**src/hdl/cdc_pkg.sv**
```systemverilog
`timescale 1ns / 1ps
// ----------------------------------------------------------------------------
// cdc_pkg
// Types, command codes and calendar helpers for the calendar date counter.
// ----------------------------------------------------------------------------
package cdc_pkg;

  localparam int unsigned DayW   = 5;
  localparam int unsigned MonthW = 4;
  localparam int unsigned YearW  = 16;
  localparam int unsigned CfgIdxW  = 2;
  localparam int unsigned CfgDataW = 16;

  localparam logic [DayW-1:0]   DayReset   = 5'd1;
  localparam logic [MonthW-1:0] MonthReset = 4'd1;
  localparam logic [YearW-1:0]  YearReset  = 16'd2000;

  localparam logic [MonthW-1:0] MonthLast = 4'd12;
  localparam logic [DayW-1:0]   DayLast   = 5'd31;
  localparam logic [YearW-1:0]  YearMax   = 16'hFFFF;

  typedef enum logic [1:0] {
    CMD_LOAD = 2'd0,
    CMD_INC  = 2'd1,
    CMD_DEC  = 2'd2,
    CMD_CMP  = 2'd3
  } cmd_t;

  typedef enum logic [CfgIdxW-1:0] {
    CFG_DEFAULT_DAY   = 2'd0,
    CFG_DEFAULT_MONTH = 2'd1,
    CFG_DEFAULT_YEAR  = 2'd2
  } cfg_idx_t;

  typedef struct packed {
    logic [DayW-1:0]   day;
    logic [MonthW-1:0] month;
    logic [YearW-1:0]  year;
  } date_t;

  typedef struct packed {
    cmd_t              command;
    logic [DayW-1:0]   in_day;
    logic [MonthW-1:0] in_month;
    logic [YearW-1:0]  in_year;
  } in_item_t;

  typedef struct packed {
    logic [DayW-1:0]   out_day;
    logic [MonthW-1:0] out_month;
    logic [YearW-1:0]  out_year;
    logic              bad_date;
    logic              is_earlier;
  } out_item_t;

  // Days in a month, zero for a code outside 1..12; leap every fourth year.
  function automatic logic [DayW-1:0] month_length(input logic [MonthW-1:0] month,
                                                   input logic [YearW-1:0]  year);
    logic [DayW-1:0] len;
    case (month) inside
      4'd2:                               len = (year[1:0] == 2'b00) ? 5'd29 : 5'd28;
      4'd4, 4'd6, 4'd9, 4'd11:            len = 5'd30;
      4'd1, 4'd3, 4'd5, 4'd7, 4'd8, 4'd10, 4'd12: len = 5'd31;
      default:                            len = 5'd0;
    endcase
    return len;
  endfunction

endpackage

```
**src/hdl/cdc_step.sv**
```systemverilog
`timescale 1ns / 1ps
// ----------------------------------------------------------------------------
// cdc_step
// Next-date logic: resolves defaults, then loads, steps or compares a date.
// ----------------------------------------------------------------------------
module cdc_step (
  input  cdc_pkg::in_item_t item,
  input  cdc_pkg::date_t    cur,
  input  cdc_pkg::date_t    dflt,
  output cdc_pkg::date_t    nxt,
  output logic              bad_date,
  output logic              is_earlier
);
  import cdc_pkg::*;

  date_t           arg;
  logic [DayW-1:0] cur_len;
  logic [DayW-1:0] arg_len;
  logic [DayW-1:0] prev_len;
  logic [MonthW-1:0] prev_month;

  // Zero fields take the default registers
  always_comb begin
    arg.day   = (item.in_day   == '0) ? dflt.day   : item.in_day;
    arg.month = (item.in_month == '0) ? dflt.month : item.in_month;
    arg.year  = (item.in_year  == '0) ? dflt.year  : item.in_year;
  end

  assign prev_month = cur.month - 4'd1;
  assign cur_len    = month_length(cur.month, cur.year);
  assign arg_len    = month_length(arg.month, arg.year);
  assign prev_len   = month_length(prev_month, cur.year);

  always_comb begin
    nxt        = cur;
    bad_date   = 1'b0;
    is_earlier = 1'b0;
    case (item.command)
      CMD_LOAD: begin
        if (arg_len == '0 || arg.day == '0 || arg.day > arg_len) begin
          bad_date = 1'b1;
        end else begin
          nxt = arg;
        end
      end
      CMD_INC: begin
        if (cur.day < cur_len) begin
          nxt.day = cur.day + 5'd1;
        end else if (cur.month >= MonthLast) begin
          if (cur.year == YearMax) begin
            bad_date = 1'b1;
          end else begin
            nxt.year  = cur.year + 16'd1;
            nxt.month = 4'd1;
            nxt.day   = 5'd1;
          end
        end else begin
          nxt.month = cur.month + 4'd1;
          nxt.day   = 5'd1;
        end
      end
      CMD_DEC: begin
        if (cur.day > 5'd1) begin
          nxt.day = cur.day - 5'd1;
        end else if (cur.month <= 4'd1) begin
          if (cur.year == '0) begin
            bad_date = 1'b1;
          end else begin
            nxt.year  = cur.year - 16'd1;
            nxt.month = MonthLast;
            nxt.day   = DayLast;
          end
        end else begin
          nxt.month = prev_month;
          nxt.day   = prev_len;
        end
      end
      CMD_CMP: begin
        // Year first, then month, then day
        is_earlier = (cur.year < arg.year) ||
                     (cur.year == arg.year && (cur.month < arg.month ||
                      (cur.month == arg.month && cur.day < arg.day)));
      end
      default: begin
        nxt = cur;
      end
    endcase
  end

endmodule

```
**src/hdl/calendar_date_up_down_counter.sv**
```systemverilog
`timescale 1ns / 1ps
// ----------------------------------------------------------------------------
// calendar_date_up_down_counter
// Holds one calendar date and runs one load, step or compare command per item.
// ----------------------------------------------------------------------------
//  channel | handshake              | payload
//  --------+------------------------+--------------------------------------
//  in      | in_valid / in_stall    | in_data  (command, day, month, year)
//  out     | out_valid / out_stall  | out_data (date, bad_date, is_earlier)
//  cfg     | cfg_valid / cfg_ready  | cfg_index, cfg_data (default date)
//
//  One item per cycle sustained while the result side is not stalled.
//  An item sits in the input register, then the next-date logic updates the
//  stored date and fills the result register at the same edge.
//  Reset (rst, synchronous) sets the date and the defaults to 1 Jan 2000.
//  out_stall holds the result register; in_stall rises only while both
//  registers are full and the result is stalled. cfg_ready is always high.
// ----------------------------------------------------------------------------
module calendar_date_up_down_counter (
  input  logic                                clk,
  input  logic                                rst,
  input  logic                                in_valid,
  output logic                                in_stall,
  input  cdc_pkg::in_item_t                   in_data,
  output logic                                out_valid,
  input  logic                                out_stall,
  output cdc_pkg::out_item_t                  out_data,
  input  logic                                cfg_valid,
  output logic                                cfg_ready,
  input  logic [cdc_pkg::CfgIdxW-1:0]         cfg_index,
  input  logic [cdc_pkg::CfgDataW-1:0]        cfg_data
);
  import cdc_pkg::*;

  logic      in_full;
  in_item_t  in_q;
  date_t     date;
  date_t     date_next;
  date_t     dflt;
  logic      step_bad;
  logic      step_earlier;
  logic      out_free;
  logic      advance;

  assign cfg_ready = 1'b1;
  assign out_free  = !out_valid || !out_stall;
  assign advance   = in_full && out_free;
  assign in_stall  = in_full && !out_free;

  cdc_step u_step (
    .item       (in_q),
    .cur        (date),
    .dflt       (dflt),
    .nxt        (date_next),
    .bad_date   (step_bad),
    .is_earlier (step_earlier)
  );

  // Default date registers
  always_ff @(posedge clk) begin
    if (rst) begin
      dflt.day   <= DayReset;
      dflt.month <= MonthReset;
      dflt.year  <= YearReset;
    end else if (cfg_valid && cfg_ready) begin
      case (cfg_index)
        CFG_DEFAULT_DAY:   dflt.day   <= cfg_data[DayW-1:0];
        CFG_DEFAULT_MONTH: dflt.month <= cfg_data[MonthW-1:0];
        CFG_DEFAULT_YEAR:  dflt.year  <= cfg_data[YearW-1:0];
        default:           dflt       <= dflt;
      endcase
    end
  end

  // Input register
  always_ff @(posedge clk) begin
    if (rst) begin
      in_full <= 1'b0;
    end else if (in_valid && !in_stall) begin
      in_full <= 1'b1;
    end else if (advance) begin
      in_full <= 1'b0;
    end
  end

  always_ff @(posedge clk) begin
    if (in_valid && !in_stall) begin
      in_q <= in_data;
    end
  end

  // Stored date advances with each item that moves to the result register
  always_ff @(posedge clk) begin
    if (rst) begin
      date.day   <= DayReset;
      date.month <= MonthReset;
      date.year  <= YearReset;
    end else if (advance) begin
      date <= date_next;
    end
  end

  // Result register
  always_ff @(posedge clk) begin
    if (rst) begin
      out_valid <= 1'b0;
    end else if (advance) begin
      out_valid <= 1'b1;
    end else if (!out_stall) begin
      out_valid <= 1'b0;
    end
  end

  always_ff @(posedge clk) begin
    if (advance) begin
      out_data.out_day    <= date_next.day;
      out_data.out_month  <= date_next.month;
      out_data.out_year   <= date_next.year;
      out_data.bad_date   <= step_bad;
      out_data.is_earlier <= step_earlier;
    end
  end

`ifndef SYNTHESIS
  a_bad_holds_date: assert property (@(posedge clk) disable iff (rst)
    (advance && step_bad) |=> (date == $past(date)))
    else $error("date changed on a rejected command");

  a_result_date_sane: assert property (@(posedge clk) disable iff (rst)
    out_valid |-> (out_data.out_month >= 4'd1 && out_data.out_month <= MonthLast &&
                   out_data.out_day != '0))
    else $error("result holds an impossible date");

  a_flags_exclusive: assert property (@(posedge clk) disable iff (rst)
    out_valid |-> !(out_data.bad_date && out_data.is_earlier))
    else $error("bad_date and is_earlier both set");
`endif

endmodule

```
**config.mk**
```make
export PLATFORM = sky130hd
export DESIGN_NAME = calendar_date_up_down_counter
export DESIGN_NICKNAME = d
export VERILOG_FILES = /design/src/hdl/cdc_pkg.sv /design/src/hdl/cdc_step.sv /design/src/hdl/calendar_date_up_down_counter.sv
export SDC_FILE = /design/constraint.sdc
export NUM_CORES = 1
export LEC_CHECK = 0
export BUFFER_PORTS_ARGS = -buffer_cell sky130_fd_sc_hd__buf_2
export CAP_MARGIN = 20
export CORE_AREA = 2 2 126 128
export DETAILED_ROUTE_END_ITERATION = 8
export DIE_AREA = 0 0 128 130
export PLACE_DENSITY = 0.67
export SLEW_MARGIN = 10
export SYNTH_ARGS = -nofsm -noshare
export SYNTH_HDL_FRONTEND = slang
export SYNTH_SLANG_ARGS = --single-unit
```
**constraint.sdc**
```tcl
create_clock -name clk -period 10.6 [get_ports clk]
set_clock_uncertainty 0.2 [all_clocks]
set_input_delay 1.06 -clock clk [delete_from_list [all_inputs] [get_ports clk]]
set_output_delay 1.06 -clock clk [all_outputs]
set_load 0.01 [all_outputs]
```
## After elaboration in Yosys (flattened, before gate mapping)

Index checks and enable logic that the tools add are counted.
Widths: inputs -> output; s select.

- Logic and storage cells: 148
- Bits in registers: 106
- Output and inout port bits: 30

- Reduce and logical (&&, ||, !) cells: 34
- Multiplexer cells: 38
- Add/sub/neg operators: 6
- Order comparisons: 8
- Equality and inequality tests: 45

Operators by type and width:

| cell | count |
|---|---|
| $mux 25 | 3 |
| $pmux 25 s3 | 1 |
| $eq 4x4->1 const B | 15 |
| $mux 5 | 12 |
| $eq 4x3->1 const B | 12 |
| $mux 16 | 3 |
| $mux 20 | 2 |
| $logic_not 16->1 | 2 |
| $eq 4x2->1 const B | 6 |
| $reduce_or 7->1 | 3 |
| $mux 9 | 2 |
| $add 16x1->16 const B | 1 |
| $eq 16x16->1 | 1 |
| $eq 16x16->1 const B | 1 |
| $lt 16x16->1 | 1 |
| $sub 16x1->16 const B | 1 |
| $logic_not 5->1 | 3 |
| $mux 1 | 13 |
| $eq 4x1->1 const B | 3 |
| $reduce_or 4->1 | 3 |
| $lt 5x5->1 | 2 |
| $logic_not 2->1 | 4 |
| $eq 2x2->1 const B | 3 |
| $reduce_and 2->1 | 3 |
| 19 further kinds | 31 |

## Depth between registers and ports, before layout

- Depth in word-level cells: 12
- Mapped depth: 16
- Depth with buffers taken out: 13

## Cells and area by module

Synthesis repeated with hierarchy kept, for this count alone.

- Cells, all modules: 801
- Area total of the unflattened synthesis: 7340.8 µm²

By module, submodules not included:

| module | cells each | area an instance (µm²) | times used | seq. area each (µm²) |
|---|---|---|---|---|
| calendar_date_up_down_counter | 278 | 3854.9 | 1 | 2662.6 |
| cdc_step | 523 | 3485.8 | 1 | 0.0 |

## Worst setup path after synthesis

Ideal clock, no wire load.

- Path kind: reg-to-reg
- Start point: register date[17] (netlist bit)
- End point: register out_data[11] (netlist bit) (data pin)
- Arrival: 3.517 ns
- Clock period less this slack: 3.984 ns
- Data required time: 10.134 ns
- Setup time: 0.266 ns
- Stages on the path, launching flop included: 15
- Path slack: 6.616 ns
- Path through: dfxtp_1 -> clkbuf_1 -> inv_1 -> ha_1 -> or3_1 -> a21oi_1 -> o21bai_1 -> ha_1 -> nand4_1 -> a311oi_1 -> a211oi_2 -> or3_4 -> o31a_1 -> a211oi_1 -> a21oi_1

RTL lines:

| element | line | RTL |
|---|---|---|
| from (decl) | calendar_date_up_down_counter.sv:37 | `date_t date;` |
| from (signal assigned) | calendar_date_up_down_counter.sv:99 | `date <= date_next;` |
| to (decl) | calendar_date_up_down_counter.sv:27 | `output cdc_pkg::out_item_t out_data,` |

## Worst setup path in the final report

- Start point: register in_q[1] (netlist bit)
- End point: register date[0] (netlist bit)

- Longest elaborated chain between the ends: 10
- Elaborated cells between the ends (all ways): 11

RTL lines:

| element | line | RTL |
|---|---|---|
| from (decl) | calendar_date_up_down_counter.sv:36 | `in_item_t in_q;` |
| from (signal assigned) | calendar_date_up_down_counter.sv:88 | `in_q <= in_data;` |
| $logic_not 16->1 | cdc_step.sv:26 | `arg.year = (item.in_year == '0) ? dflt.year : item.in_year;` |
| $mux 16 * | cdc_step.sv:26 |  |
| branches (longest 6 deep; another with $gt 5x5->1) | n/a |  |
| $mux 25 * | cdc_step.sv:40 | `if (arg_len == '0 \|\| arg.day == '0 \|\| arg.day > arg_len) begin` |
| $pmux 25 s3 * | cdc_step.sv:38 | `case (item.command)` |

Every way passes the cells marked *.
A chain may end at the register's enable or synchronous reset.

==> flow_metrics.env <==
export IMPL_status="finished, final reports clean"
export IMPL_layout_min_cycle_time_ns=5.03
export IMPL_crit_path_end_kind="flip-flop"
export IMPL_vias=7285
export IMPL_start_util=0.486
export IMPL_syn_inst=879
export IMPL_critical_path_top_delay_family="simple AND/OR/NAND/NOR gates"
export IMPL_totalPowerFinal_w=0.00109
export IMPL_layout_nets=1013
export IMPL_ctsHtreeMaxLevel=3
export IMPL_ir_worst_vdd_uv=70.5
export IMPL_grt_pass1_wl_um=35100
export IMPL_crit_buf_inv=0
export IMPL_netlist_area_sq_um=7490
export IMPL_ant_nets=0
export IMPL_critPathMaxFanout=17
export IMPL_dieWidth_um=128
export IMPL_synth_edf_count=54
export IMPL_diodes=0
export IMPL_path_cells="or4_1, nor4_4, a21oi_1, nand4b_1, a31oi_1, ha_1, and4_1, nand2_1, o221ai_1, nand3_1, o221ai_1, a221oi_2, a2111oi_2"
export IMPL_wire_per_inst_um=20.4
export IMPL_slew_headroom=0.335
export IMPL_dr_wl_met3_um=2460
export IMPL_highest_layer="met4"
export IMPL_path_class="flip-flop to flip-flop"
export IMPL_tightest_slew_ns=0.996
export IMPL_synth_top_cell_area_share=0.217
export IMPL_synth_seq_cells=106
export IMPL_finish_utilization=0.533
export IMPL_slowest_delay_ns=0.78
export IMPL_design_area_sq_um=8230
export IMPL_synth_most_common_cell="nand2_1"
export IMPL_cts_buffer_depth=2
export IMPL_synth_top_family_by_area="compound AO/OA/AOI/OAI gates"
export IMPL_ys_async_sr_fraction=0
export IMPL_clk_latency_ns=0.37
export IMPL_synthMuxAreaShare=0.0189
export IMPL_overflow=0
export IMPL_wl_met2_um=9700
export IMPL_first_pass_iters=6
export IMPL_viasPerCell=6.52
export IMPL_fin_crit_sh=0.475
export IMPL_cts_inserted_buffers=9
export IMPL_dp_hpwl_um=16300
export IMPL_hold_class="flip-flop to flip-flop"
export IMPL_root_buffer="clkbuf_16"
export IMPL_cp_start_kind="flip-flop"
export IMPL_clkTransAtPathRegs_ns=0.07
export IMPL_yosysTopAreaCell="edfxtp_1"
export IMPL_clock_sink_count=106
export IMPL_antenna_found_initial=0
export IMPL_area_growth_pct=9.86
export IMPL_synth_distinct_cells=95
export IMPL_grt_max_degree=50
export IMPL_rows=46
export IMPL_setup_tns_ns=0
export IMPL_maxCapViolCount=0
export IMPL_globalplace_congestion=0.917
export IMPL_synth_compound_area_share=0.262
export IMPL_place_area_sq_um=7950
export IMPL_synth_flop_cell="edfxtp_1"
export IMPL_synth_avg_cell_area_sq_um=8.52
export IMPL_core_area_sq_um=15400
export IMPL_portBuffers=78
export IMPL_setup_viol=0
export IMPL_ioPinCount=80
export IMPL_slew_viol_final=0
export IMPL_rsz0062_at_grt="no"
export IMPL_wl_met1_um=9840
export IMPL_cts_resized=0
export IMPL_track_usage=0.273
export IMPL_power_density_nw_per_um2=132
export IMPL_ys_warn_count=0
export IMPL_cp_data_arrival_time_ns=5.10
export IMPL_hold_slack_ns=0.271
export IMPL_synth_common_cells="nand2_1, a21oi_1, nor2_1"
export IMPL_yosys_area_share_simple=0.229
export IMPL_critical_path_slowest_cell="nand3_1"
export IMPL_p_leak_nw=3.11
export IMPL_grt_pass1_vias=6410
export IMPL_drtIter0Drc=731
export IMPL_post_cts_buffers=0
export IMPL_dieArea_sq_um=16600
export IMPL_cp_required_ns=10.66
export IMPL_ys_seq_area_frac=0.355
export IMPL_drive_above_1_share=0.153
export IMPL_max_clock_freq_ghz=0.199
export IMPL_cp_common_cell="o221ai_1"
export IMPL_cts_tree="yes"
export IMPL_wl_um=22800
export IMPL_post_route_drc_count=0
export IMPL_ys_top_cells_by_area="edfxtp_1, dfxtp_1, ha_1"
export IMPL_hold_violations=0
export IMPL_synth_nets=971
export IMPL_synth_xor_area_share=0.00819
export IMPL_ctsHoldBuffers=0
export IMPL_synthAdderAreaFrac=0.0742
export IMPL_die_y_um=130
## placed cells by master (no fill, tap or decap), types with 11 or more instances in the layout
cell	netlist	routed
nand3_1	45	45
o21ai_0	42	42
o211ai_1	14	14
nor2_1	71	71
a31oi_1	27	27
dfxtp_1	52	52
buf_4	3	11
nor3_1	25	25
ha_1	42	42
mux2i_1	13	13
inv_1	33	33
buf_2	10	78
a21oi_1	77	77
edfxtp_1	54	54
nand4_1	12	12
nand2_1	87	87
## through the flow
stage                     cells  setup WS (ns)
final                      1118           5.57
after global routing       1118           5.27
after detailed placement   1102           5.64
after floorplan             879           6.62
after global placement     1102           5.83
after CTS                  1118           5.63
## final timing paths
check | start | end | slack, ns | cells past startpoint
setup / recovery | in_q[1]$_DFFE_PP_ | date[0]$_SDFFE_PP0P_ | 5.57 | 13
setup reg to reg | in_q[1]$_DFFE_PP_ | date[0]$_SDFFE_PP0P_ | 5.57 | 13
hold / removal | dflt[3]$_SDFFE_PP0P_ | dflt[3]$_SDFFE_PP0P_ | 0.27 | 2
hold reg to reg | dflt[3]$_SDFFE_PP0P_ | dflt[3]$_SDFFE_PP0P_ | 0.27 | 2
## sequential cells by signal, summed over array words and instances (netlist names)
register	cells
in_q	27
out_data	27
date	25
dflt	25
in_full	1
out_valid	1
## power by group
| part | internal (W) | total, W | switching [W] |
|---|---|---|---|
| Clock | 0.000165 | 0.000333 | 0.000168 |
| Combinational | 0.0000962 | 0.000264 | 0.000168 |
| Sequential | 0.000459 | 0.000490 | 0.0000308 |
| Total | 0.000720 | 0.00109 | 0.000367 |
## layer usage
metal | up-vias | track usage
met4 | 0 | 0.117
met3 | 62 | 0.0595
met1 | 3377 | 0.384
met2 | 399 | 0.407
li1 | 3447 | -
met5 | - | 0
## worst register-to-register path: stages, from the launching register on
cell and delay (ns):
edfxtp_1 0.38, or4_1 0.61, nor4_4 0.68, a21oi_1 0.28, nand4b_1 0.16, a31oi_1 0.10, ha_1 0.32, and4_1 0.18
nand2_1 0.07, o221ai_1 0.21, nand3_1 0.78, o221ai_1 0.56, a221oi_2 0.07, a2111oi_2 0.34
## cell type report
| class | count | area (sq um) |
|---|---|---|
| Tap cell | 192 | 240 |
| Fill cell | 1500 | 7200 |
| Inverter | 35 | 131 |
| Multi-Input combinational cell | 680 | 4440 |
| Sequential cell | 106 | 2660 |
| Timing Repair Buffer | 89 | 473 |
| Clock buffer | 10 | 229 |
| Clock inverter | 6 | 52.6 |
## cell families (layout without fill, tap and decap cells)
| logic type | Yosys count | after routing |
|---|---|---|
| flip-flops | 106 | 106 |
| adder cells (fa/ha/maj) | 45 | 45 |
| XOR/XNOR | 7 | 7 |
| AO/OA/AOI/OAI | 285 | 285 |
| multiplexers | 14 | 14 |
| AND/OR/NAND/NOR | 328 | 328 |
| buffers and inverters | 93 | 140 |
| other | 1 | 1 |
Note: power is estimated with default switching activity, not from simulation.
